$ cat src/hdl/rau_pkg.sv
`timescale 1ns / 1ps
package rau_pkg;
  localparam int WordBits = 32;
  localparam int OpBits = 3;

  typedef enum logic [OpBits-1:0] {
    OP_ADD = 3'd0,
    OP_SUB = 3'd1,
    OP_MUL = 3'd2,
    OP_DIV = 3'd3,
    OP_SIMPLIFY = 3'd4
  } op_t;

  typedef struct packed {
    logic [OpBits-1:0] operation;
    logic signed [WordBits-1:0] a_num;
    logic signed [WordBits-1:0] a_den;
    logic signed [WordBits-1:0] b_num;
    logic signed [WordBits-1:0] b_den;
  } in_item_t;

  typedef struct packed {
    logic signed [WordBits-1:0] result_num;
    logic signed [WordBits-1:0] result_den;
  } out_item_t;

  typedef enum logic [3:0] {
    ST_IDLE,
    ST_MUL0,
    ST_MUL1,
    ST_MUL2,
    ST_COMBINE,
    ST_GCD_TEST,
    ST_GCD_DIV,
    ST_QN_DIV,
    ST_QD_DIV,
    ST_DONE
  } state_t;
endpackage

$ cat src/hdl/rau_divider.sv
`timescale 1ns / 1ps
// Restoring signed divider, one quotient bit per cycle. Truncating quotient,
// remainder takes the sign of the dividend. Divisor must be nonzero.
module rau_divider
  import rau_pkg::*;
#(
  parameter int WORD_BITS = WordBits
) (
  input  logic                 clk,
  input  logic                 rst,
  input  logic                 start,
  input  logic [WORD_BITS-1:0] dividend,
  input  logic [WORD_BITS-1:0] divisor,
  output logic                 done,
  output logic [WORD_BITS-1:0] quotient,
  output logic [WORD_BITS-1:0] remainder
);
  localparam int CntBits = $clog2(WORD_BITS + 1);

  logic                 busy;
  logic [WORD_BITS-1:0] q;
  logic [WORD_BITS:0]   r;
  logic [WORD_BITS-1:0] d;
  logic                 q_neg;
  logic                 r_neg;
  logic [CntBits-1:0]   cnt;
  logic [WORD_BITS:0]   trial;
  logic [WORD_BITS:0]   shifted;

  // Shift in next dividend bit and try a subtract
  always_comb begin
    shifted = {r[WORD_BITS-1:0], q[WORD_BITS-1]};
    trial   = shifted - {1'b0, d};
  end

  always_ff @(posedge clk) begin
    if (rst) begin
      busy <= 1'b0;
      done <= 1'b0;
      cnt  <= '0;
    end else begin
      done <= 1'b0;
      if (start) begin
        busy  <= 1'b1;
        cnt   <= CntBits'(WORD_BITS);
        q     <= dividend[WORD_BITS-1] ? -dividend : dividend;
        d     <= divisor[WORD_BITS-1] ? -divisor : divisor;
        r     <= '0;
        q_neg <= dividend[WORD_BITS-1] ^ divisor[WORD_BITS-1];
        r_neg <= dividend[WORD_BITS-1];
      end else if (busy) begin
        if (trial[WORD_BITS]) begin
          r <= shifted;
          q <= {q[WORD_BITS-2:0], 1'b0};
        end else begin
          r <= trial;
          q <= {q[WORD_BITS-2:0], 1'b1};
        end
        cnt <= cnt - 1'b1;
        if (cnt == CntBits'(1)) begin
          busy <= 1'b0;
          done <= 1'b1;
        end
      end
    end
  end

  assign quotient  = q_neg ? -q : q;
  assign remainder = r_neg ? -r[WORD_BITS-1:0] : r[WORD_BITS-1:0];
endmodule

$ cat src/hdl/rational_arithmetic_unit.sv
`timescale 1ns / 1ps
// Rational arithmetic unit: one fraction result per item. Add, subtract,
// multiply and divide pass through states MUL0, MUL1, MUL2 and COMBINE from
// acceptance to result valid, using a single shared multiplier three times;
// undefined operation codes return A in the cycle after acceptance. Simplify
// runs Euclid's algorithm on a shared bit-serial divider, one remainder step
// per division, then two more divisions; a 32-bit item needs at most about 46
// remainder steps. Input is not ready while an item is in work; the result
// is held until taken, and the next item is accepted in the same cycle it
// is taken.
module rational_arithmetic_unit
  import rau_pkg::*;
#(
  parameter int WORD_BITS = WordBits
) (
  input  logic      clk,
  input  logic      rst,
  input  logic      in_valid,
  output logic      in_ready,
  input  in_item_t  in_data,
  output logic      out_valid,
  input  logic      out_ready,
  output out_item_t out_data
);
  localparam int W = WORD_BITS;

  state_t state, state_next;
  logic [OpBits-1:0] op;
  logic [W-1:0] an, ad, bn, bd;
  logic [W-1:0] p0, p1;
  logic [W-1:0] ga, gb, rn, rd;
  logic [W-1:0] mul_x, mul_y, mul_p;
  logic [W-1:0] div_n, div_d, div_q, div_r;
  logic div_start, div_done;
  logic take;

  assign take = in_valid && in_ready;

  // Shared multiplier, product registered
  always_comb begin
    mul_x = an;
    mul_y = bd;
    case (state)
      ST_MUL0: begin mul_x = an; mul_y = (op == OP_MUL) ? bn : bd; end
      ST_MUL1: begin mul_x = ad; mul_y = (op == OP_DIV) ? bn : bd; end
      ST_MUL2: begin mul_x = ad; mul_y = bn; end
      default: ;
    endcase
  end
  always_ff @(posedge clk) mul_p <= W'(mul_x * mul_y);

  rau_divider #(.WORD_BITS(W)) u_div (
    .clk, .rst, .start(div_start), .dividend(div_n), .divisor(div_d),
    .done(div_done), .quotient(div_q), .remainder(div_r)
  );

  // Next state
  always_comb begin
    state_next = state;
    case (state)
      ST_IDLE: if (take) begin
        case (in_data.operation)
          OP_ADD, OP_SUB, OP_MUL, OP_DIV: state_next = ST_MUL0;
          OP_SIMPLIFY: state_next = ST_GCD_TEST;
          default: state_next = ST_DONE;
        endcase
      end
      ST_MUL0: state_next = ST_MUL1;
      ST_MUL1: state_next = ST_MUL2;
      ST_MUL2: state_next = ST_COMBINE;
      ST_COMBINE: state_next = ST_DONE;
      ST_GCD_TEST: begin
        if (gb != '0) state_next = ST_GCD_DIV;
        else if (ga == '0) state_next = ST_DONE;
        else state_next = ST_QN_DIV;
      end
      ST_GCD_DIV: if (div_done) state_next = ST_GCD_TEST;
      ST_QN_DIV: if (div_done) state_next = ST_QD_DIV;
      ST_QD_DIV: if (div_done) state_next = ST_DONE;
      ST_DONE: if (out_ready) state_next = take ? (in_data.operation == OP_SIMPLIFY ?
          ST_GCD_TEST : (in_data.operation <= OP_DIV ? ST_MUL0 : ST_DONE)) : ST_IDLE;
      default: state_next = ST_IDLE;
    endcase
  end

  // Outputs and divider control
  always_comb begin
    in_ready  = (state == ST_IDLE) || (state == ST_DONE && out_ready);
    out_valid = (state == ST_DONE);
    out_data.result_num = rn;
    out_data.result_den = rd;
    div_n = ga;
    div_d = gb;
    div_start = 1'b0;
    case (state)
      ST_GCD_TEST: begin
        div_start = (gb != '0) || (ga != '0);
        if (gb == '0) begin div_n = an; div_d = ga; end
      end
      ST_QN_DIV: begin
        div_n = ad; div_d = ga; div_start = div_done;
      end
      default: ;
    endcase
  end

  always_ff @(posedge clk) begin
    if (rst) state <= ST_IDLE;
    else state <= state_next;
  end

  // Datapath registers
  always_ff @(posedge clk) begin
    if (take) begin
      op <= in_data.operation;
      an <= in_data.a_num;
      ad <= in_data.a_den;
      bn <= in_data.b_num;
      bd <= in_data.b_den;
      ga <= in_data.a_num;
      gb <= in_data.a_den;
      rn <= in_data.a_num;
      rd <= in_data.a_den;
    end else begin
      case (state)
        ST_MUL1: p0 <= mul_p;
        ST_MUL2: p1 <= mul_p;
        ST_COMBINE: begin
          case (op)
            OP_ADD: begin rn <= p0 + mul_p; rd <= p1; end
            OP_SUB: begin rn <= p0 - mul_p; rd <= p1; end
            default: begin rn <= p0; rd <= p1; end
          endcase
        end
        ST_GCD_DIV: if (div_done) begin ga <= gb; gb <= div_r; end
        ST_QN_DIV: if (div_done) rn <= div_q;
        ST_QD_DIV: if (div_done) rd <= div_q;
        default: ;
      endcase
    end
  end
endmodule

$ cat config.mk
export PLATFORM = sky130hd
export DESIGN_NAME = rational_arithmetic_unit
export DESIGN_NICKNAME = d
export VERILOG_FILES = /design/src/hdl/rau_pkg.sv /design/src/hdl/rau_divider.sv /design/src/hdl/rational_arithmetic_unit.sv
export SDC_FILE = /design/constraint.sdc
export NUM_CORES = 2
export LEC_CHECK = 0
export ABC_AREA = 0
export BUFFER_PORTS_ARGS = -buffer_cell sky130_fd_sc_hd__buf_4
export CAP_MARGIN = 25
export CORE_ASPECT_RATIO = 0.8
export CORE_MARGIN = 10
export CORE_UTILIZATION = 58
export DETAILED_ROUTE_END_ITERATION = 10
export HOLD_SLACK_MARGIN = 0.05
export PLACE_DENSITY = 0.79
export SLEW_MARGIN = 0
export SYNTH_ARGS = -nofsm -noshare
export SYNTH_HDL_FRONTEND = slang
export SYNTH_SLANG_ARGS = --single-unit
$ cat constraint.sdc
create_clock -name clk -period 9.2 [get_ports clk]
set_clock_uncertainty 0.15 [all_clocks]
set_input_delay 1.38 -clock clk [delete_from_list [all_inputs] [get_ports clk]]
set_output_delay 1.38 -clock clk [all_outputs]
set_load 0.03 [all_outputs]
Word level (Yosys, flattened, before mapping)
Cells that the tools add are included.
{"block": "totals", "inputBits": 135, "elab_cells": 137, "regBits": 465}
{"block": "op_classes", "reduce_logical": 28, "n_lt_le_gt_ge": 1, "addsub": 8, "n_mul": 1, "mux": 48, "bitwise": 4, "n_eq_ne": 24}
{"operator": "32-bit 2-to-1 mux", "count": 21}
{"operator": "32-bit one-hot mux with 2 select lines", "count": 5}
{"operator": "32-bit negation", "count": 4}
{"operator": "32-bit one-hot mux with 3 select lines", "count": 1}
{"operator": "32-bit zero test", "count": 2}
{"operator": "32-bit nonzero test", "count": 2}
{"operator": "4-bit 2-to-1 mux", "count": 10}
{"operator": "4-bit one-hot mux with 10 select lines", "count": 1}
{"operator": "33-bit by 32-bit subtractor with 33-bit output", "count": 1}
{"operator": "32-bit adder", "count": 1}
{"operator": "32-bit by 32-bit multiplier with 32-bit output", "count": 1}
{"operator": "32-bit subtractor", "count": 1}
{"operator": "31-bit 2-to-1 mux", "count": 1}
{"operator": "4-bit by 3-bit equality test with 1-bit output (second input constant)", "count": 4}
{"operator": "2-bit AND reduction", "count": 7}
{"operator": "3-bit by 2-bit equality test with 1-bit output (second input constant)", "count": 4}
{"operator": "6-bit 2-to-1 mux", "count": 2}
{"operator": "4-bit by 2-bit equality test with 1-bit output (second input constant)", "count": 2}
{"operator": "4-bit equality test (second input constant)", "count": 2}
{"operator": "2-bit by 1-bit inequality test with 1-bit output (second input constant)", "count": 4}
{"operator": "4-bit one-hot mux with 2 select lines", "count": 1}
{"operator": "3-bit by 1-bit equality test with 1-bit output (second input constant)", "count": 2}
{"operator": "6-bit by 1-bit equality test with 1-bit output (second input constant)", "count": 1}
{"operator": "3-bit zero test", "count": 2}
{"operator": "19 further kinds", "count": 32}

Longest topological paths before layout
{"block": "logic_depth", "ltp_word": 7, "mapped_depth": 35, "mapped_depth_nobuf": 30}

Modules after synthesis
Synthesis repeated with hierarchy kept, for this count alone.
{"block": "hier_totals", "hier_cells": 4053, "area_unflattened_um2": 40615.2}
{"module": "rational_arithmetic_unit", "instances": 1, "area_each_um2": 32104.5, "cells_per_inst": 3139}
{"module": "rau_divider", "instances": 1, "area_each_um2": 8510.7, "cells_per_inst": 914}

Worst setup path after synthesis
No wires, ideal clock.
{"block": "synth_timing", "kind": "register to register", "start": "register state[1]", "end": "register mul_p[30]", "setup_ns": 0.072, "synth_period_minus_slack_ns": 8.604, "stages_incl_launch_ff": 32, "arrival_ns": 8.382, "path_buffers": 5, "setup_slack_ns": 0.596, "cell_sequence": "dfxtp_1 clkbuf_1 nand4b_1 a311oi_1 buf_2 buf_2 buf_1 mux2i_1 clkbuf_1 nor2_1 fa_1 fa_1 fa_1 inv_1 fa_1 inv_1 fa_1 fa_1 fa_1 fa_1 ha_1 a21o_1 a21oi_1 nor2b_1 nor2_1 nor2_1 a21oi_1 inv_1 a2111oi_0 o21bai_1 a21oi_1 xnor2_1"}
{"block": "synth_via", "elab_chain_cells": 4, "word_cells_on_any_way": 7, "cone_classes": "mul: 1; eq/ne: 3; mux: 2; reduce/logical: 1"}
{"element": "start, declared", "line": "rational_arithmetic_unit.sv:27", "source": "state_t state, state_next;"}
{"element": "start signal, assigned", "line": "rational_arithmetic_unit.sv:109", "source": "else state <= state_next;"}
{"element": "4-bit by 2-bit equality test with 1-bit output", "line": "rational_arithmetic_unit.sv:43", "source": "case (state)"}
{"element": "2-bit OR reduction (no source line)"}
{"element": "32-bit 2-to-1 mux", "line": "rational_arithmetic_unit.sv:43"}
{"element": "32-bit by 32-bit multiplier with 32-bit output *", "line": "rational_arithmetic_unit.sv:50", "source": "always_ff @(posedge clk) mul_p <= W'(mul_x * mul_y);"}
{"element": "end signal, assigned", "line": "rational_arithmetic_unit.sv:50"}
{"element": "end, declared", "line": "rational_arithmetic_unit.sv:32", "source": "logic [W-1:0] mul_x, mul_y, mul_p;"}
Every way passes the cells marked *; elsewhere a longest branch is shown, timed or not.
A chain may end at the register's enable or synchronous reset.

Worst setup path in the final report
{"block": "layout_timing", "start": "register op[2]", "end": "register mul_p[24]"}
{"block": "layout_via", "elab_chain_cells": 4, "word_cells_on_any_way": 6, "cone_classes": "mul: 1; eq/ne: 2; mux: 3"}
{"element": "start, declared", "line": "rational_arithmetic_unit.sv:28", "source": "logic [OpBits-1:0] op;"}
{"element": "start signal, assigned", "line": "rational_arithmetic_unit.sv:115", "source": "op <= in_data.operation;"}
{"element": "3-bit by 2-bit equality test with 1-bit output, on equally long branches", "line": "rational_arithmetic_unit.sv:45, rational_arithmetic_unit.sv:44"}
{"element": "32-bit 2-to-1 mux, on equally long branches", "line": "rational_arithmetic_unit.sv:45, rational_arithmetic_unit.sv:44"}
{"element": "32-bit one-hot mux with 3 select lines *", "line": "rational_arithmetic_unit.sv:43"}
{"element": "32-bit by 32-bit multiplier with 32-bit output *", "line": "rational_arithmetic_unit.sv:50"}
Marked as above.

==> impl_metrics.env <==
export IMPL_clockBufferDepth=3
export IMPL_place_gp_congestion=1.04
export IMPL_syn_area_per_cell_um2=9.92
export IMPL_netlist_area_um2=40400
export IMPL_antenna_found_initial=1
export IMPL_status="completed"
export IMPL_worst_slew_pin_slew_ns=1.05
export IMPL_final_max_slew_viol_count=0
export IMPL_yosysUniqueCellTypes=83
export IMPL_clkLatencyLatePin_ns=0.64
export IMPL_rsz0062_at_grt="false"
export IMPL_crit_type="flop to flop"
export IMPL_async_reset_ff_frac=0
export IMPL_rows=86
export IMPL_synth_edf_count=421
export IMPL_cts_root_buf="clkbuf_16"
export IMPL_vias_per_cell=6.25
export IMPL_core_area_um2=69000
export IMPL_drtIter0Drc=4931
export IMPL_cp_required_ns=9.57
export IMPL_synth_top_cells_by_count="552 x nand2_1, 477 x nor2_1, 473 x inv_1"
export IMPL_grt_total_usage=0.337
export IMPL_htreeDepth=2
export IMPL_arrival_ns=9.12
export IMPL_cts_tree="yes"
export IMPL_syn_inst=4073
export IMPL_io_buffers=200
export IMPL_cpMostUsedCell="fa_1"
export IMPL_slowest_delay_ns=0.53
export IMPL_fin_crit_sh=0.951
export IMPL_dp_hpwl_um=109000
export IMPL_io_pins=201
export IMPL_grt_pass1_wl_um=204000
export IMPL_yosysTopAreaCellShare=0.313
export IMPL_grt_max_degree=85
export IMPL_register_area_um2=13500
export IMPL_nets=5003
export IMPL_finalCriticalPeriod_ns=8.75
export IMPL_ys_ff_latch=465
export IMPL_final_antenna_net_count=0
export IMPL_slew_headroom=0.299
export IMPL_multi_input_area_um2=24600
export IMPL_clock_sinks=465
export IMPL_synthFlopType="edfxtp_1"
export IMPL_dieArea_um2=80700
export IMPL_synth_area_top_cells="edfxtp_1 31%, fa_1 20%, ha_1 6.0%"
export IMPL_wl_per_cell_um=26.4
export IMPL_layout_setup_ws_ns=0.454
export IMPL_die_w_um=315
export IMPL_cts_hold_buf=0
export IMPL_hp_class="flop to flop"
export IMPL_vias=32700
export IMPL_cts_buffers=48
export IMPL_critPathLaunchType="flop"
export IMPL_crit_slowest_cell="mux2_2"
export IMPL_yosysSeqAreaShare=0.335
export IMPL_routed_wl_um=138000
export IMPL_drc=0
export IMPL_start_util=0.586
export IMPL_worst_setup_path_end_kind="flop"
export IMPL_hold_viol_final=0
export IMPL_tns_ns=0
export IMPL_synth_most_common_cell="nand2_1"
export IMPL_grt_pass1_vias=31700
export IMPL_maxCapViolations=0
export IMPL_synth_top_cell_by_area="edfxtp_1"
export IMPL_clk_pin_slew_ns=0.07
export IMPL_die_h_um=256
export IMPL_area_growth_pct=11.6
export IMPL_path_max_fanout=28
export IMPL_grt_ovfl_total=0
export IMPL_pre_cts_slack_ns=0.481
export IMPL_fillers=5412
export IMPL_synth_nets=4811
export IMPL_ys_warn_count=0
export IMPL_regToRegSetupSlack_ns=0.45
export IMPL_drtPass1Iterations=6
export IMPL_setup_viol=0
export IMPL_fmax_mhz=114
export IMPL_layout_drive_gt1_share=0.111
## cell type report
type | instances | share of cell area
inverter | 474 | 0.0396
tap | 924 | 0.0257
multi-input combinational | 2978 | 0.546
clock inverter | 28 | 0.00761
clock buffer | 59 | 0.0280
timing repair buffer | 298 | 0.0525
sequential | 465 | 0.300
antenna | 1 | 0.0000555
## placed cells by master (no fill, tap or decap), drive strengths merged, types with 59 or more instances in the layout
| master | instances |
|---|---|
| nand2 | 554 |
| nor2 | 478 |
| inv | 476 |
| edfxtp | 421 |
| fa | 410 |
| buf | 298 |
| ha | 193 |
| xnor2 | 166 |
| o21ai | 160 |
| a21oi | 142 |
| mux2i | 127 |
| xor2 | 123 |
| clkbuf | 59 |
## cell families after synthesis
| group | share of synthesized area |
|---|---|
| AND/OR/NAND/NOR | 0.142 |
| buffers and inverters | 0.0592 |
| flip-flops | 0.335 |
| adder cells (fa/ha/maj) | 0.263 |
| multiplexers | 0.0420 |
| AO/OA/AOI/OAI | 0.0958 |
| XOR/XNOR | 0.0627 |
## final timing paths
check                                       start                 to  cells after the start
worst min-delay path            mul_p[25]$_DFF_P_   p0[25]$_DFFE_PP_                      0
worst max-delay path              op[2]$_DFFE_PP_  mul_p[24]$_DFF_P_                     28
worst min register to register  mul_p[25]$_DFF_P_   p0[25]$_DFFE_PP_                      0
worst max register to register    op[2]$_DFFE_PP_  mul_p[24]$_DFF_P_                     28
## worst max-delay path: cells and delay by family (launching register included)
family	cells	cell delay (ns)
AND/OR/NAND/NOR	6	0.99
buffers and inverters	6	1.02
adder cells (fa/ha/maj)	9	3.80
flip-flops	1	0.44
multiplexers	1	0.53
AO/OA/AOI/OAI	6	1.63
## per-stage QoR
stage / cells / hold WS [ns] / area (um2) / utilization
global placement: 5130 / 0.331 / 43200 / 0.627
global route: 5226 / 0.367 / 45100 / 0.653
floorplan: 4073 / 0.295 / 40400 / -
finish: 5227 / 0.353 / 45100 / 0.653
CTS: 5221 / 0.349 / 44900 / 0.651
detailed placement: 5134 / 0.337 / 43300 / 0.628
## metal layers
layer / GRT usage / vias to the layer above / routed length [um]
met3: 0.131 / 256 / 23100
met1: 0.496 / 16000 / 55700
met2: 0.454 / 2376 / 55000
met5: 0 / - / 0
li1: - / 14100 / -
met4: 0.0878 / 0 / 4090
## what timing repair did
action,4_1_cts,5_1_grt
setup endpoints to repair,0,2
setup buffers,0,0
gates resized for setup,0,8
Power is not shown: default switching activity piles up to over one toggle a cycle in this logic, so the estimate is an artifact.
